==> config.mk <==
export PLATFORM = sky130hd
export DESIGN_NAME = edist_sqrt
export DESIGN_NICKNAME = d
export VERILOG_FILES = /design/src/rtl/assert_macros.svh /design/src/rtl/edist_sqrt.sv
export SDC_FILE = /design/constraint.sdc
export NUM_CORES = 2
export LEC_CHECK = 0
export BUFFER_PORTS_ARGS = -buffer_cell sky130_fd_sc_hd__buf_2
export CORE_ASPECT_RATIO = 0.6
export CORE_MARGIN = 3
export CORE_UTILIZATION = 50
export CTS_BUF_LIST = sky130_fd_sc_hd__clkbuf_4
export CTS_CLUSTER_SIZE = 8
export DETAILED_ROUTE_END_ITERATION = 16
export PLACE_DENSITY = 0.65
export RECOVER_POWER = 50
export SLEW_MARGIN = 30
export SYNTH_ARGS = -nofsm -noshare
export SYNTH_HDL_FRONTEND = slang
export SYNTH_SLANG_ARGS = --single-unit
==> constraint.sdc <==
create_clock -name clk -period 6.55 [get_ports clk]
set_clock_uncertainty 0.05 [all_clocks]
set_input_delay 0.655 -clock clk [delete_from_list [all_inputs] [get_ports clk]]
set_output_delay 0.655 -clock clk [all_outputs]
set_load 0.1 [all_outputs]
==> src/rtl/assert_macros.svh <==
// ----------------------------------------------------------------------------
// assert_macros
// Assertion helpers for the RTL, included by euclidean_distance_3d_core.
// ----------------------------------------------------------------------------
`ifndef ASSERT_MACROS_SVH
`define ASSERT_MACROS_SVH

// Clocked check, masked while reset is asserted.
`define ED_ASSERT(label, prop, msg) \
  label: assert property (@(posedge clk) disable iff (!rst_n) (prop)) else $error(msg);

// Clocked check that also runs through reset.
`define ED_ASSERT_RST(label, prop, msg) \
  label: assert property (@(posedge clk) (prop)) else $error(msg);

`endif

==> src/rtl/edist_sqrt.sv <==
`timescale 1ns / 1ps
// ----------------------------------------------------------------------------
// edist_sqrt
// Pipelined restoring square root, one root bit per stage, then rounding
// to nearest in a final register.
// ----------------------------------------------------------------------------
module edist_sqrt #(
  parameter int unsigned ROOT_BITS = 31
) (
  input  logic                      clk,
  input  logic                      en,
  input  logic [2*ROOT_BITS-1:0]    radicand,
  output logic [ROOT_BITS-1:0]      root
);

  localparam int unsigned SW = 2 * ROOT_BITS;
  localparam int unsigned TW = SW + 1;

  // stage k holds partial root q and remainder n - q*q
  logic [ROOT_BITS-1:0] q_w   [ROOT_BITS+1];
  logic [SW-1:0]        rem_w [ROOT_BITS+1];
  logic [ROOT_BITS-1:0] q_r   [ROOT_BITS];
  logic [SW-1:0]        rem_r [ROOT_BITS];
  logic [ROOT_BITS-1:0] root_r;
  logic [ROOT_BITS-1:0] root_nxt;

  assign q_w[0]   = '0;
  assign rem_w[0] = radicand;

  for (genvar k = 0; k < ROOT_BITS; k++) begin : g_stage
    localparam int unsigned BIT = ROOT_BITS - 1 - k;
    logic [TW-1:0]        trial;
    logic                 take;
    logic [SW-1:0]        rem_nxt;
    logic [ROOT_BITS-1:0] q_nxt;

    // (q + 2^BIT)^2 - q^2
    assign trial   = (TW'(q_w[k]) << (BIT + 1)) + (TW'(1) << (2 * BIT));
    assign take    = {1'b0, rem_w[k]} >= trial;
    assign rem_nxt = take ? SW'({1'b0, rem_w[k]} - trial) : rem_w[k];
    assign q_nxt   = take ? (q_w[k] | (ROOT_BITS'(1) << BIT)) : q_w[k];

    always_ff @(posedge clk) begin
      if (en) begin
        q_r[k]   <= q_nxt;
        rem_r[k] <= rem_nxt;
      end
    end

    assign q_w[k+1]   = q_r[k];
    assign rem_w[k+1] = rem_r[k];
  end

  // round up when remainder exceeds the floor root
  assign root_nxt = q_w[ROOT_BITS]
                  + ROOT_BITS'(rem_w[ROOT_BITS] > SW'(q_w[ROOT_BITS]));

  always_ff @(posedge clk) begin
    if (en) begin
      root_r <= root_nxt;
    end
  end

  assign root = root_r;

endmodule

Word-level counts from Yosys, hierarchy flattened
Memory sizes are Yosys's and may differ from the RTL's.
Cells that the tools add are included.
Widths: inputs -> output; s select.
Word-level totals
  bits in registers: 31
  RAM bits: 2883
  bits of input ports: 64
  output and inout port bits: 31
  word-level logic and storage cells: 161
  memories kept: 2
Operators by class
  add/sub/neg operators: 62
  magnitude comparators: 32
  multiplexer cells: 64
Memory list
  rem_r: words 31, bits a word 62, read ports 31, clocked after Yosys merged registers in 0, write ports 31, line edist_sqrt.sv:23  | logic [SW-1:0] rem_r [ROOT_BITS];
  q_r: words 31, bits a word 31, read ports 31, clocked after Yosys merged registers in 0, write ports 31, line edist_sqrt.sv:22  | logic [ROOT_BITS-1:0] q_r [ROOT_BITS];
Operator list (number)
  $mux 62: 31
  $add 61x59->62 const B: 1
  $ge 62x33->1: 1
  $ge 62x34->1: 1
  $ge 62x35->1: 1
  $ge 62x36->1: 1
  $ge 62x37->1: 1
  $ge 62x38->1: 1
  $ge 62x39->1: 1
  $ge 62x40->1: 1
  $ge 62x41->1: 1
  $ge 62x42->1: 1
  $ge 62x43->1: 1
  $ge 62x44->1: 1
  $ge 62x45->1: 1
  $ge 62x46->1: 1
  $ge 62x47->1: 1
  $ge 62x48->1: 1
  $ge 62x49->1: 1
  $ge 62x50->1: 1
  $ge 62x51->1: 1
  $ge 62x52->1: 1
  $ge 62x53->1: 1
  $ge 62x54->1: 1
  other kinds (102): 104

Depth between registers and ports, before layout
An unclocked memory read counts as a cell.
  depth after elaboration: 4
  depth in mapped cells: 21
  gate-level depth less buffers: 21

Worst setup path before layout
OpenSTA, ideal clock, no wires.
  path type: register to register
  start point: memory rem_r[1][484] in the netlist's numbering
  end point: memory rem_r[1][547] in the netlist's numbering, data pin
  library setup time: 271 ps
  arrival: 3501 ps
  required time: 6229 ps
  setup slack: 2727 ps
  stages on the path, launching flop included: 11
  buffers on the path: 1
  period minus slack after synthesis: 3823 ps
  cells stage by stage: edfxtp_1 > or4_4 > or4b_4 > or4_1 > or3_1 > or4_4 > nor3_4 > or3_1 > buf_2 > nor4_1 > xor2_1
RTL lines (line)
  start, declared: edist_sqrt.sv:23

==> impl_metrics.json <==
{
  "cts-hold-fix-buffers": 120,
  "synth_edf_count": 2449,
  "powerDensity_mw_per_mm2": 346,
  "max_freq_mhz": 183,
  "critPathKind": "input port to flop",
  "clk_pin_slew_ns": 0.07,
  "violations": "capacitance limit, slew limit",
  "cts_sinks": 2449,
  "drtAntennaViolNets": 0,
  "path_max_fanout": 157,
  "cp.arrival_ns": 6.28,
  "chipHeight_um": 384,
  "die_area_mm2": 0.244,
  "io_pins": 95,
  "max_slew_margin": -1.70,
  "synthArstFlopShare": 0,
  "synth_area_mm2": 0.119,
  "peakVddDrop_uv": 179,
  "io_buffers": 94,
  "drv_slew": 364,
  "setup_violations": 0,
  "drtIter0Drc": 11200,
  "met2_length_mm": 114,
  "dr_wl_met3_mm": 49.1,
  "h-tree-depth": 6,
  "leakagePower_uw": 0.0499,
  "die_width_um": 636,
  "core_area_mm2": 0.236,
  "met1_length_mm": 175,
  "critPathSlowestCell": "clkbuf_1",
  "synth_area_leaders": "edfxtp_1, ha_1, xnor2_1, xor2_1, a21oi_1",
  "post_cts_buffers": 0,
  "vias": 83000,
  "start_util": 0.504,
  "cts_root_buf": "clkbuf_4",
  "ys_seq_area_frac": 0.618,
  "totalPowerFinal_uw": 45700,
  "antenna_found_initial": 28,
  "worstMarginPinSlew_ns": 4.04,
  "yosys_warnings": 0,
  "ys_seq_elements": 2449,
  "rsz0062_at_grt": "false",
  "cts_resized": 0,
  "max_stage_delay_ns": 2.81,
  "avgViaCountPerCell": 6.00,
  "drive_gt1_frac": 0.114,
  "hpwl_mm": 256,
  "crit_chain": "dlygate4sd3_1, clkbuf_1, clkbuf_4",
  "cts_buffer_depth": 4,
  "maxCapViolCount": 6,
  "min_period_ns": 5.48,
  "yosys.area.top_type_share": 0.618,
  "yosys.area.top_type": "edfxtp_1",
  "synth_top_flop_cell": "edfxtp_1",
  "grt_pass1_wl_mm": 501,
  "syn_inst": 9573,
  "rows": 138,
  "holdCritPathClass": "input port to flop",
  "tritoncts": "done",
  "status": "finished with violations",
  "fin_crit_sh": 0.836,
  "grt_max_degree": 184,
  "endpoint_kind": "flop",
  "synth_cell_types": 86,
  "first_pass_iters": 7,
  "place_congestion": 0.972,
  "highest_layer": "met5",
  "drt_wl_total_mm": 342,
  "routedWlPerCell_um": 24.8,
  "cp-start-kind": "input port",
  "grt_overflow_total": 0,
  "drc": 0,
  "crit_required_ns": 7.35,
  "layout.nets": 10900,
  "cts_buffers": 592,
  "grt_pass1_vias": 76400,
  "setup_tns_ns": 0,
  "grt.total_usage": 0.275,
  "syn_area_per_cell_um2": 12.4,
  "clk_latency_ns": 1.31,
  "finalHoldViolations": 0,
  "syn2layout_area_growth_pct": 11.2,
  "syn_nets": 10200
}
cells in the final DEF (no fill, tap or decap), drive strengths merged, types with 105 or more instances in the layout:
| cell type | instances |
|---|---|
| edfxtp | 2449 |
| clkbuf | 897 |
| inv | 714 |
| nor2 | 629 |
| nand2 | 610 |
| a21oi | 598 |
| ha | 561 |
| xnor2 | 535 |
| o21ai | 445 |
| xor2 | 388 |
| nor4 | 332 |
| nor3 | 260 |
| a21o | 232 |
| nand3 | 172 |
| nand4 | 171 |
| dlygate4sd3 | 120 |
| clkinv | 116 |
| nand2b | 112 |
| or3 | 111 |
| o21a | 106 |
| buf | 105 |
Yosys cell counts (10+ instances only):
cell	n
edfxtp_1	2449
inv_1	693
nor2_1	628
nand2_1	610
a21oi_1	598
ha_1	561
xnor2_1	535
o21ai_0	443
xor2_1	388
nor4_1	332
nor3_1	259
a21o_1	232
nand3_1	172
nand4_1	171
clkbuf_1	166
nand2b_1	112
or3_1	111
o21a_1	106
mux2_2	92
nor2b_1	79
or4_1	66
a31oi_1	50
nor4b_1	46
and2_1	44
o21bai_1	44
nand4b_1	42
a211oi_1	41
nand3b_1	39
o211ai_1	38
and3_1	37
o31ai_1	31
nor3b_1	29
or2_2	26
buf_1	25
a21boi_0	24
a211o_1	17
a2111oi_0	16
and4_1	16
a221oi_1	15
a41oi_1	11
o2111ai_1	11
mux2i_1	10
o221ai_1	10
per-stage QoR:
stage | hold slack (ns) | worst slack (ns) | utilization | instance area (um2) | cells
floorplan | 0.367 | 2.73 | - | 119000 | 9573
global placement | 0.378 | 1.73 | 0.523 | 123000 | 12700
detailed placement | 0.375 | 1.58 | 0.523 | 124000 | 12700
CTS | 0.0161 | 1.58 | 0.560 | 132000 | 13800
global route | 0.197 | 0.839 | 0.560 | 132000 | 13800
finish | 0.284 | 1.07 | 0.560 | 132000 | 13800
cells by family (layout without fill, tap and decap cells):
family	Yosys count	after routing	synth area share
xor+xnor	923	923	0.0680
buf+inv	894	1979	0.0284
compound gates	1781	1781	0.0920
simple gates	2863	2863	0.125
fa+ha+maj	561	561	0.0590
flops	2449	2449	0.618
other cells	0	16	0
mux	102	102	0.00955
where the power goes:
part	total (uW)	switching (uW)	internal, uW
logic	10700	6580	4120
clock network	13000	6310	6660
registers	22100	2070	20000
path summary, 6_finish.rpt:
check | slack (ns) | endpoint | cells after the start | startpoint
hold reg to reg | 0.37 | rem_r[0][633] | 0 | rem_r[0][571]
setup / recovery | 1.07 | rem_r[0][557] | 3 | en
setup reg to reg | 1.89 | rem_r[1][814] | 11 | q_r[1][378]
hold / removal | 0.28 | rem_r[0][54] | 2 | radicand[54]
metal layers:
layer  vias up  global-route usage
met4        18              0.0499
met2      4646               0.301
met1     40300               0.483
met3       441               0.100
li1      37500                   -
met5         -                   0
critical path: cells and delay by family:
| kind | cells | cell delay (ns) |
|---|---|---|
| buffers and inverters | 3 | 5.32 |
registers in the layout, indices dropped and copies added (netlist names):
signal,flops
root,31
q_r,496
rem_r,1922
layout make-up:
class                   count  area (um2)
diodes                     16        40.0
clock inverters           159        1250
repair buffers            295        2360
well taps                3150        3940
flip-flops and latches   2449       73500
multi-input cells        6230       42300
clock buffers             828        6220
fillers                 19600      104000
inverters                 697        2620
Power figures use the tool's default switching activity.
